===== src/hw/rtl/fbpa_pkg.sv =====
`default_nettype none
package fbpa_pkg;

    localparam int POOL_DEPTH   = 256;
    localparam int ALIGN_BYTES  = 8;    // power of two
    localparam int HEADER_BYTES = 8;

    localparam int IDX_W    = 8;
    localparam int CNT_W    = 9;
    localparam int ITEM_W   = 13;
    localparam int STRIDE_W = 14;
    localparam int OFFSET_W = 21;
    localparam int PROD_W   = IDX_W + STRIDE_W;
    localparam int CFG_W    = 13;
    localparam int CFG_IDX_W = 1;

    localparam logic [CNT_W-1:0] LEN_MAX = '1;

    localparam logic [CFG_IDX_W-1:0] CFG_CHUNKS_IN_USE = 1'd0;
    localparam logic [CFG_IDX_W-1:0] CFG_ITEM_BYTES    = 1'd1;

    localparam logic CMD_ALLOC = 1'b0;
    localparam logic CMD_FREE  = 1'b1;

    localparam logic [CNT_W-1:0]  RESET_CHUNKS = 9'd256;
    localparam logic [ITEM_W-1:0] RESET_ITEM   = 13'd24;

    typedef enum logic [1:0] {
        STATUS_ALLOC     = 2'd0,
        STATUS_EXHAUSTED = 2'd1,
        STATUS_FREED     = 2'd2,
        STATUS_BAD_FREE  = 2'd3
    } fbpa_status_t;

    typedef enum logic {
        ST_IDLE = 1'b0,
        ST_EXEC = 1'b1
    } fbpa_state_t;

    typedef struct packed {
        fbpa_status_t        status;
        logic [IDX_W-1:0]    chunk_index;
        logic [OFFSET_W-1:0] byte_offset;
        logic [CNT_W-1:0]    chunks_outstanding;
    } fbpa_result_t;

    typedef struct packed {
        logic             rd_en;
        logic [IDX_W-1:0] rd_addr;
        logic             wr_en;
        logic [IDX_W-1:0] wr_addr;
        logic [IDX_W-1:0] wr_data;
    } fbpa_link_req_t;

    // grant limit saturated to the pool depth
    function automatic logic [CNT_W-1:0] fbpa_limit(input logic [CNT_W-1:0] v);
        logic [CNT_W-1:0] depth;
        depth = CNT_W'(POOL_DEPTH);
        return (v > depth) ? depth : v;
    endfunction

    // item size rounded up to the alignment, plus the header
    function automatic logic [STRIDE_W-1:0] fbpa_stride(input logic [ITEM_W-1:0] v);
        logic [STRIDE_W-1:0] r;
        r = (STRIDE_W'(v) + STRIDE_W'(ALIGN_BYTES - 1)) & ~STRIDE_W'(ALIGN_BYTES - 1);
        return r + STRIDE_W'(HEADER_BYTES);
    endfunction

endpackage
`default_nettype wire


===== src/hw/rtl/fbpa_link_ram.sv =====
`default_nettype none
module fbpa_link_ram (
    input  wire logic                   aclk,
    input  wire fbpa_pkg::fbpa_link_req_t req,
    output logic [fbpa_pkg::IDX_W-1:0]  rd_data
);
    import fbpa_pkg::*;

    logic [IDX_W-1:0] link_mem [POOL_DEPTH];
    logic [IDX_W-1:0] rd_data_reg;

    always_ff @(posedge aclk) begin
        if (req.wr_en) begin
            link_mem[req.wr_addr] <= req.wr_data;
        end
        if (req.rd_en) begin
            rd_data_reg <= link_mem[req.rd_addr];
        end
    end

    assign rd_data = rd_data_reg;

endmodule
`default_nettype wire


===== src/hw/rtl/fbpa_ctrl.sv =====
`default_nettype none
module fbpa_ctrl (
    input  wire logic                             aclk,
    input  wire logic                             aresetn,
    input  wire logic                             in_valid,
    input  wire logic                             in_cmd,
    input  wire logic [fbpa_pkg::IDX_W-1:0]       in_free_index,
    output logic                                  in_ready,
    input  wire logic                             out_free,
    output logic                                  res_valid,
    output fbpa_pkg::fbpa_result_t                res,
    input  wire logic                             cfg_wr_en,
    input  wire logic [fbpa_pkg::CFG_IDX_W-1:0]   cfg_wr_index,
    input  wire logic [fbpa_pkg::CFG_W-1:0]       cfg_wr_data,
    output fbpa_pkg::fbpa_link_req_t              link_req,
    input  wire logic [fbpa_pkg::IDX_W-1:0]       link_rd_data
);
    import fbpa_pkg::*;

    fbpa_state_t state_reg, state_next;

    logic [IDX_W-1:0]    head_reg, head_next;
    logic [CNT_W-1:0]    len_reg, len_next;
    logic [CNT_W-1:0]    bump_reg, bump_next;
    logic [CNT_W-1:0]    limit_reg;
    logic [STRIDE_W-1:0] stride_reg;
    logic                cmd_reg;
    logic [IDX_W-1:0]    fidx_reg;

    logic             in_fire;
    logic             exec_fire;
    logic             granted;
    logic             link_wr_en;
    logic [IDX_W-1:0] grant_idx;
    logic [PROD_W-1:0] offset_full;

    assign in_fire = in_valid && in_ready;

    // next state
    always_comb begin
        state_next = state_reg;
        unique case (state_reg)
            ST_IDLE: begin
                if (in_fire) state_next = ST_EXEC;
            end
            ST_EXEC: begin
                if (out_free) state_next = ST_IDLE;
            end
            default: state_next = ST_IDLE;
        endcase
    end

    // fsm outputs
    always_comb begin
        in_ready  = 1'b0;
        exec_fire = 1'b0;
        unique case (state_reg)
            ST_IDLE: in_ready  = 1'b1;
            ST_EXEC: exec_fire = out_free;
            default: begin
                in_ready  = 1'b0;
                exec_fire = 1'b0;
            end
        endcase
    end

    // link of the current head is fetched on accept, used in the exec cycle
    assign link_req.rd_en   = in_fire;
    assign link_req.rd_addr = head_reg;
    assign link_req.wr_en   = link_wr_en;
    assign link_req.wr_addr = fidx_reg;
    assign link_req.wr_data = head_reg;

    always_comb begin
        head_next       = head_reg;
        len_next        = len_reg;
        bump_next       = bump_reg;
        granted         = 1'b0;
        grant_idx       = '0;
        link_wr_en      = 1'b0;
        res.status      = STATUS_EXHAUSTED;
        case (cmd_reg)
            CMD_ALLOC: begin
                if (len_reg != '0) begin
                    granted   = 1'b1;
                    grant_idx = head_reg;
                    head_next = link_rd_data;
                    len_next  = len_reg - CNT_W'(1);
                end else if (bump_reg < limit_reg) begin
                    granted   = 1'b1;
                    grant_idx = bump_reg[IDX_W-1:0];
                    bump_next = bump_reg + CNT_W'(1);
                end
                res.status = granted ? STATUS_ALLOC : STATUS_EXHAUSTED;
            end
            default: begin
                if (CNT_W'(fidx_reg) >= bump_reg) begin
                    res.status = STATUS_BAD_FREE;
                end else begin
                    res.status = STATUS_FREED;
                    link_wr_en = exec_fire;
                    head_next  = fidx_reg;
                    if (len_reg != LEN_MAX) len_next = len_reg + CNT_W'(1);
                end
            end
        endcase
        offset_full = PROD_W'(grant_idx) * PROD_W'(stride_reg) + PROD_W'(HEADER_BYTES);
        res.chunk_index        = grant_idx;
        res.byte_offset        = granted ? offset_full[OFFSET_W-1:0] : '0;
        res.chunks_outstanding = (bump_next > len_next) ? (bump_next - len_next) : '0;
    end

    assign res_valid = exec_fire;

    always_ff @(posedge aclk) begin
        if (!aresetn) begin
            state_reg  <= ST_IDLE;
            head_reg   <= '0;
            len_reg    <= '0;
            bump_reg   <= '0;
            limit_reg  <= fbpa_limit(RESET_CHUNKS);
            stride_reg <= fbpa_stride(RESET_ITEM);
        end else begin
            state_reg <= state_next;
            if (exec_fire) begin
                head_reg <= head_next;
                len_reg  <= len_next;
                bump_reg <= bump_next;
            end
            if (cfg_wr_en) begin
                unique case (cfg_wr_index)
                    CFG_CHUNKS_IN_USE: limit_reg  <= fbpa_limit(cfg_wr_data[CNT_W-1:0]);
                    CFG_ITEM_BYTES:    stride_reg <= fbpa_stride(cfg_wr_data[ITEM_W-1:0]);
                    default: ;
                endcase
            end
        end
    end

    always_ff @(posedge aclk) begin
        if (in_fire) begin
            cmd_reg  <= in_cmd;
            fidx_reg <= in_free_index;
        end
    end

endmodule
`default_nettype wire


===== src/hw/rtl/fixed_block_pool_allocator_core.sv =====
// fixed-size block pool allocator, one result transaction per request
// a request is captured with its link memory read; the result is formed in the exec state and then registered
// a new request is taken only once the previous one has left the exec state
// the block stalls in its exec cycle while the result register is still held
// synchronous active-low reset: empty free list, no chunks granted, limit 256, item size 24
`default_nettype none
module fixed_block_pool_allocator_core (
    input  wire logic                           aclk,
    input  wire logic                           aresetn,
    input  wire logic                           s_tvalid,
    output logic                                s_tready,
    input  wire logic [7:0]                     s_tdata,   // free_index
    input  wire logic [0:0]                     s_tuser,   // cmd
    output logic                                m_tvalid,
    input  wire logic                           m_tready,
    output logic [39:0]                         m_tdata,   // chunk_index, byte_offset,
                                                           // chunks_outstanding, zero pad
    output logic [1:0]                          m_tuser,   // status
    input  wire logic                           cfg_wr_en,
    input  wire logic [fbpa_pkg::CFG_IDX_W-1:0] cfg_wr_index,
    input  wire logic [fbpa_pkg::CFG_W-1:0]     cfg_wr_data
);
    import fbpa_pkg::*;

    fbpa_link_req_t   link_req;
    logic [IDX_W-1:0] link_rd_data;
    fbpa_result_t     res;
    logic             res_valid;
    logic             out_free;

    logic         m_tvalid_reg;
    fbpa_result_t res_reg;

    assign out_free = !m_tvalid_reg || m_tready;

    fbpa_link_ram u_link_ram (
        .aclk    (aclk),
        .req     (link_req),
        .rd_data (link_rd_data)
    );

    fbpa_ctrl u_ctrl (
        .aclk          (aclk),
        .aresetn       (aresetn),
        .in_valid      (s_tvalid),
        .in_cmd        (s_tuser[0]),
        .in_free_index (s_tdata),
        .in_ready      (s_tready),
        .out_free      (out_free),
        .res_valid     (res_valid),
        .res           (res),
        .cfg_wr_en     (cfg_wr_en),
        .cfg_wr_index  (cfg_wr_index),
        .cfg_wr_data   (cfg_wr_data),
        .link_req      (link_req),
        .link_rd_data  (link_rd_data)
    );

    always_ff @(posedge aclk) begin
        if (!aresetn) begin
            m_tvalid_reg <= 1'b0;
        end else if (res_valid) begin
            m_tvalid_reg <= 1'b1;
        end else if (m_tready) begin
            m_tvalid_reg <= 1'b0;
        end
    end

    always_ff @(posedge aclk) begin
        if (res_valid) begin
            res_reg <= res;
        end
    end

    assign m_tvalid = m_tvalid_reg;
    assign m_tuser  = res_reg.status;
    assign m_tdata  = {2'b00, res_reg.chunks_outstanding, res_reg.byte_offset,
                       res_reg.chunk_index};

`ifndef NO_ASSERTIONS
    // one request in flight at a time
    assert property (@(posedge aclk) disable iff (!aresetn)
        (s_tvalid && s_tready) |=> !s_tready)
        else $error("request accepted while previous one still executing");

    // a result is never dropped: the register is free whenever a new one is loaded
    assert property (@(posedge aclk) disable iff (!aresetn)
        res_valid |-> (!m_tvalid_reg || m_tready))
        else $error("result loaded over an untaken transaction");

    // granted payload offsets stay aligned to the header/alignment unit
    assert property (@(posedge aclk) disable iff (!aresetn)
        (m_tvalid && m_tuser == STATUS_ALLOC) |-> (m_tdata[10:8] == 3'd0))
        else $error("misaligned payload offset");

    // no grant means zero index and offset, and an outstanding count no larger than the pool
    assert property (@(posedge aclk) disable iff (!aresetn)
        (m_tvalid && m_tuser != STATUS_ALLOC) |->
            (m_tdata[28:0] == 29'd0 && m_tdata[37:29] <= 9'd256))
        else $error("non-grant result carries chunk data");
`endif

endmodule
`default_nettype wire

===== config.mk =====
export PLATFORM = sky130hd
export DESIGN_NAME = fixed_block_pool_allocator_core
export DESIGN_NICKNAME = d
export VERILOG_FILES = /design/src/hw/rtl/fbpa_pkg.sv /design/src/hw/rtl/fbpa_link_ram.sv /design/src/hw/rtl/fbpa_ctrl.sv /design/src/hw/rtl/fixed_block_pool_allocator_core.sv
export SDC_FILE = /design/constraint.sdc
export NUM_CORES = 2
export LEC_CHECK = 0
export ABC_AREA = 1
export BUFFER_PORTS_ARGS = -buffer_cell sky130_fd_sc_hd__buf_2
export CAP_MARGIN = 20
export CORE_ASPECT_RATIO = 0.5
export CORE_MARGIN = 4
export CORE_UTILIZATION = 55
export CTS_BUF_LIST = sky130_fd_sc_hd__clkbuf_8
export CTS_CLUSTER_DIAMETER = 50
export DETAILED_ROUTE_END_ITERATION = 8
export PLACE_DENSITY_LB_ADDON = 0.05
export SLEW_MARGIN = 40
export SYNTH_ARGS = -nofsm -noshare
export SYNTH_HDL_FRONTEND = slang
export SYNTH_HIERARCHICAL = 1
export SYNTH_SLANG_ARGS = --single-unit

===== constraint.sdc =====
create_clock -name aclk -period 8.62 [get_ports aclk]
set_input_delay 0.431 -clock aclk [delete_from_list [all_inputs] [get_ports aclk]]
set_output_delay 0.431 -clock aclk [all_outputs]
set_load 0.005 [all_outputs]

======== Yosys cells after proc, flatten, opt, wreduce, memory -nomap -nowiden ========
Memories as Yosys holds them, arrays and structs flattened. A register that Yosys moved wholly into a read port is not among the register bits.
Index checks and enable logic that the tools add are counted.
Widths: inputs -> output; s select.
storage, ports and cells
  input port bits ......................... 28
  register bits after elaboration ......... 100
  memory bits (writable) .................. 2048
  logic and storage cells ................. 71
  output and inout port bits .............. 44
  memories ................................ 1
cells by class
  magnitude comparators ................... 4
  multipliers ............................. 1
  equality and inequality tests ........... 2
  reduce and logical (&&, ||, !) cells .... 9
  muxes and demuxes ....................... 32
  bitwise operators ....................... 2
  $add $sub $neg .......................... 7
memory list
  memory               depth  bits a word  read ports  clocked after memory_dff  write ports  RTL line            source
  u_link_ram.link_mem  256    8            1           1                         1            fbpa_link_ram.sv:9  logic [IDX_W-1:0] link_mem [POOL_DEPTH];
operator list
  cell                   count
  $mux 9                 8
  $mux 8                 6
  $add 21x4->21 const B  1
  $mul 8x14->21          1
  $add 9x1->9 const B    2
  $mux 1                 16
  $add 13x3->14 const B  1
  $add 14x4->14 const B  1
  $ge 8x9->1             1
  $gt 9x9->1             1
  $gt 9x9->1 const B     1
  $lt 9x9->1             1
  $ne 9x9->1 const B     1
  $reduce_bool 9->1      1
  $sub 9x1->9 const B    1
  $sub 9x9->9            1
  $reduce_and 2->1       2
  $reduce_bool 2->1      2
  $reduce_and 3->1       1
  $mux 2                 1
  $ne 2x2->1 const B     1
  $not 1->1              2
  $pmux 1 s2             1
  $logic_and 1x1->1      1
  2 further kinds        2

======== Logic depth before layout (Yosys ltp) ========
  depth in word-level cells ............... 7
  depth in mapped cells ................... 34

======== Cells and area by module ========
The synthesis kept the hierarchy.
by module, submodules not included
  module                           area each (um^2)  cells each  seq. area each (um^2)  times used
  fbpa_link_ram                    83476.3           7003        61739.2                1
  fbpa_ctrl                        7549.7            1094        1211.2                 1
  fixed_block_pool_allocator_core  1266.2            49          1221.2                 1

======== Worst setup path after synthesis ========
OpenSTA, ideal clock, no wires.
  path kind ............................... register -> register
  start point ............................. reg u_ctrl.head_reg[6]
  end point ............................... reg res_reg (netlist bit m_tdata[21]), data pin
  setup slack ............................. 0.683 ns
  data arrival time ....................... 7.681 ns
  library setup time ...................... 0.257 ns
  required time ........................... 8.363 ns
  period minus slack after synthesis ...... 7.937 ns
  cell stages (with the launch flop) ...... 22
  path through ............................ dfxtp_1 o211ai_2 inv_1 nand2_1 fa_1 fa_1 inv_1 fa_1 inv_1 fa_1 inv_1 ha_1 nand2_1 nor2_1 nand2_1 nand3_1 nand2_1 inv_1 nor3_1 a21oi_1 xnor2_1 nor2_1
RTL lines
  what                    RTL line                               source
  start, declared         fbpa_ctrl.sv:22                        logic [IDX_W-1:0] head_reg, head_next;
  start signal, assigned  fbpa_ctrl.sv:126                       head_reg <= head_next;
  end signal, assigned    fixed_block_pool_allocator_core.sv:71  res_reg <= res;
  end, declared           fixed_block_pool_allocator_core.sv:32  fbpa_result_t res_reg;

==> results.sh <==
export IMPL_p_leak_uw=0.0364
export IMPL_dp_hpwl_mm=136
export IMPL_setup_slack_ns=2.63
export IMPL_hold_buffers=36
export IMPL_num_rows=105
export IMPL_cts_tree="done"
export IMPL_r2r_end="m_tdata[27]"
export IMPL_synth_top_cell_by_area="edfxtp_1"
export IMPL_hold_viol=0
export IMPL_yosys_top_cells_area="edfxtp_1 68%, nand3_1 11%, nand2_1 9.4%"
export IMPL_dieArea_sq_um=175000
export IMPL_num_vias=61000
export IMPL_arrival_ns=6.73
export IMPL_coreArea_sq_um=165000
export IMPL_drive_above_1_share_pct=8.14
export IMPL_synth_ff_type="edfxtp_1"
export IMPL_port_buffer_count=69
export IMPL_route_detailed_drc=0
export IMPL_hold_ws_ns=0.0820
export IMPL_fin_nets=8291
export IMPL_cts_max_level=5
export IMPL_critPathRequiredTime_ns=9.36
export IMPL_grt_setup_unrepaired="no"
export IMPL_numPlacedInstances=9973
export IMPL_crit_type="flop to flop"
export IMPL_dieWidth_um=587
export IMPL_p_per_area_nw_per_um2=221
export IMPL_grt_pass1_vias=56700
export IMPL_hp_class="input pin to flop"
export IMPL_start_util_pct=55.8
export IMPL_status="finished clean"
export IMPL_yosys_area_top_type_share_pct=68.5
export IMPL_cts_sinks=2153
export IMPL_tightest_slew_ns=0.986
export IMPL_ys_types=50
export IMPL_finalSetupTns_ns=0
export IMPL_final_core_util_pct=60.3
export IMPL_die_y_um=298
export IMPL_antenna_found_initial=7
export IMPL_wl_mm=243
export IMPL_hp_start="cfg_wr_data[9]"
export IMPL_peakVddDrop_uv=149
export IMPL_grt_ovfl_total=0
export IMPL_area_growth_pct=8.14
export IMPL_cts_buffers=308
export IMPL_cts_resized=0
export IMPL_final_common_cell="nand2_1"
export IMPL_synth_edf_count=2105
export IMPL_io_pins=72
export IMPL_vias_per_cell=5.79
export IMPL_place_congestion=0.858
export IMPL_reg2regPathDepth=23
export IMPL_preCtsSetupSlack_ns=2.67
export IMPL_post_cts_buffers=0
export IMPL_num_fill_cells=13500
export IMPL_fmax_ghz=0.167
export IMPL_startpoint_type="flop"
export IMPL_grt_max_degree=208
export IMPL_syn_area_sq_um=92300
export IMPL_worst_r2r_startpoint="u_ctrl/len_reg[0]"
export IMPL_syn_area_per_cell_sq_um=11.3
export IMPL_ctsLongestPathBuffers=4
export IMPL_fin_cells=10500
export IMPL_hold_depth=7
export IMPL_layout_common_cells="2302 x nand2_1, 2105 x edfxtp_1, 2061 x nand3_1"
export IMPL_clock_root_buffer="clkbuf_8"
export IMPL_reg2reg_slack_ns=2.63
export IMPL_wl_per_cell_um=23.1
export IMPL_ys_ff_latch=2153
export IMPL_first_iter_violations=7145
export IMPL_clock_latency_ns=0.94
export IMPL_cp_max_fo=15
export IMPL_setup_violations=0
export IMPL_drt_antenna_violating_nets=0
export IMPL_endpoint_kind="flop"
export IMPL_fin_crit_ns=5.99
export IMPL_drtPass1Iterations=6
export IMPL_min_to="u_ctrl/stride_reg[9]"
export IMPL_yosysSeqAreaShare_pct=69.5
export IMPL_drv_slew=0
export IMPL_yosysWarnings=6
export IMPL_clk_pin_slew_worst_paths_ns=0.06
export IMPL_fin_crit_sh_pct=69.5
export IMPL_synth_cells=8146
export IMPL_slew_headroom_pct=34.3
export IMPL_async_reset_ff_share_pct=0
export IMPL_drv_cap=0
export IMPL_largest_reg_flops=2048
export IMPL_skew_ns=0.0476
export IMPL_track_usage_pct=27.2
export IMPL_grt_pass1_wl_mm=364
==> area by class of cell <==
| type | count | area, sq um | share of cell area [%] |
|---|---|---|---|
| well taps | 2193 | 2740 | 2.75 |
| clock inverters | 192 | 888 | 0.890 |
| clock buffers | 319 | 4390 | 4.40 |
| repair buffers | 191 | 1770 | 1.78 |
| flip-flops and latches | 2153 | 64200 | 64.3 |
| inverters | 276 | 1070 | 1.07 |
| diodes | 5 | 12.5 | 0.0125 |
| multi-input cells | 5203 | 24700 | 24.8 |
==> worst max path at each step <==
| stage | endpoint | slack, ns | start |
|---|---|---|---|
| global placement | m_tdata[27] | 2.40 | u_ctrl/len_reg[0] |
| finish | m_tdata[27] | 2.63 | u_ctrl/len_reg[0] |
| detailed placement | m_tdata[27] | 2.67 | u_ctrl/len_reg[0] |
| global route | m_tdata[27] | 2.26 | u_ctrl/bump_reg[8] |
| floorplan | m_tdata[21] | 0.68 | u_ctrl/head_reg[6] |
| CTS | m_tdata[27] | 2.66 | u_ctrl/len_reg[0] |
==> routing by layer <==
| metal | up-vias | GRT usage, % | wire (um) |
|---|---|---|---|
| met2 | 2415 | 38.7 | 105000 |
| met3 | 370 | 7.66 | 23800 |
| met5 | - | 0 | 219 |
| li1 | 28400 | - | - |
| met1 | 29800 | 40.9 | 108000 |
| met4 | 10 | 8.14 | 6030 |
==> power breakdown <==
part,internal (uW),total [uW],switching [uW]
Combinational,762,2950,2190
Clock,3500,7330,3830
Sequential,11700,11800,80.6
Total,16000,22100,6090
==> cells in the mapped netlist, types with 7 or more instances <==
cell      instances
o21ai_0          45
xor2_1           29
nand4_1          14
nor3_1            8
nand3_1        2063
mux2i_1           7
buf_6            20
nor2_2           11
a21oi_1          76
clkbuf_1        121
ha_1             76
buf_2           270
inv_1           261
fa_1             54
buf_1            42
buf_4            63
inv_2             8
edfxtp_1       2105
nand2_1        2323
nand3b_1          7
xnor2_1           8
dfxtp_1          48
a211oi_1          9
nor2_1          418
==> stage by stage <==
step                      area, sq um  total power, uW
after detailed placement        93900            14900
after global placement          93600            14900
after CTS                       99500            22200
final                           99800            22100
after floorplan                 92300            14000
after global routing            99800            23000
==> cell families (layout without fill, tap and decap cells) <==
| family | count (synthesis) | after routing | synth area share [%] |
|---|---|---|---|
| AO/OA/AOI/OAI | 161 | 161 | 0.996 |
| XOR/XNOR | 37 | 37 | 0.351 |
| adder cells (fa/ha/maj) | 130 | 130 | 2.20 |
| buffers and inverters | 793 | 978 | 4.03 |
| flip-flops | 2153 | 2153 | 69.5 |
| multiplexers | 7 | 7 | 0.0759 |
| other | 2 | 10 | 0.00814 |
| AND/OR/NAND/NOR | 4863 | 4863 | 22.8 |
==> worst max-delay path, cell delays in order, from the launching register on <==
cell and delay, ns:
dfxtp_1 0.36, clkinv_1 0.16, ha_1 0.30, nand2_4 0.10
nor3_4 0.45, buf_6 0.25, o21ai_0 0.12, o211ai_2 0.20
inv_1 0.17, nand2_1 0.12, fa_1 0.44, fa_1 0.54
inv_1 0.06, fa_1 0.53, inv_1 0.06, fa_1 0.53
inv_1 0.04, ha_1 0.35, a21oi_1 0.21, nand3_1 0.15
nand3b_1 0.14, o2111ai_1 0.12, or2_2 0.29, a21oi_1 0.14
(Power assumes the default switching activity.)
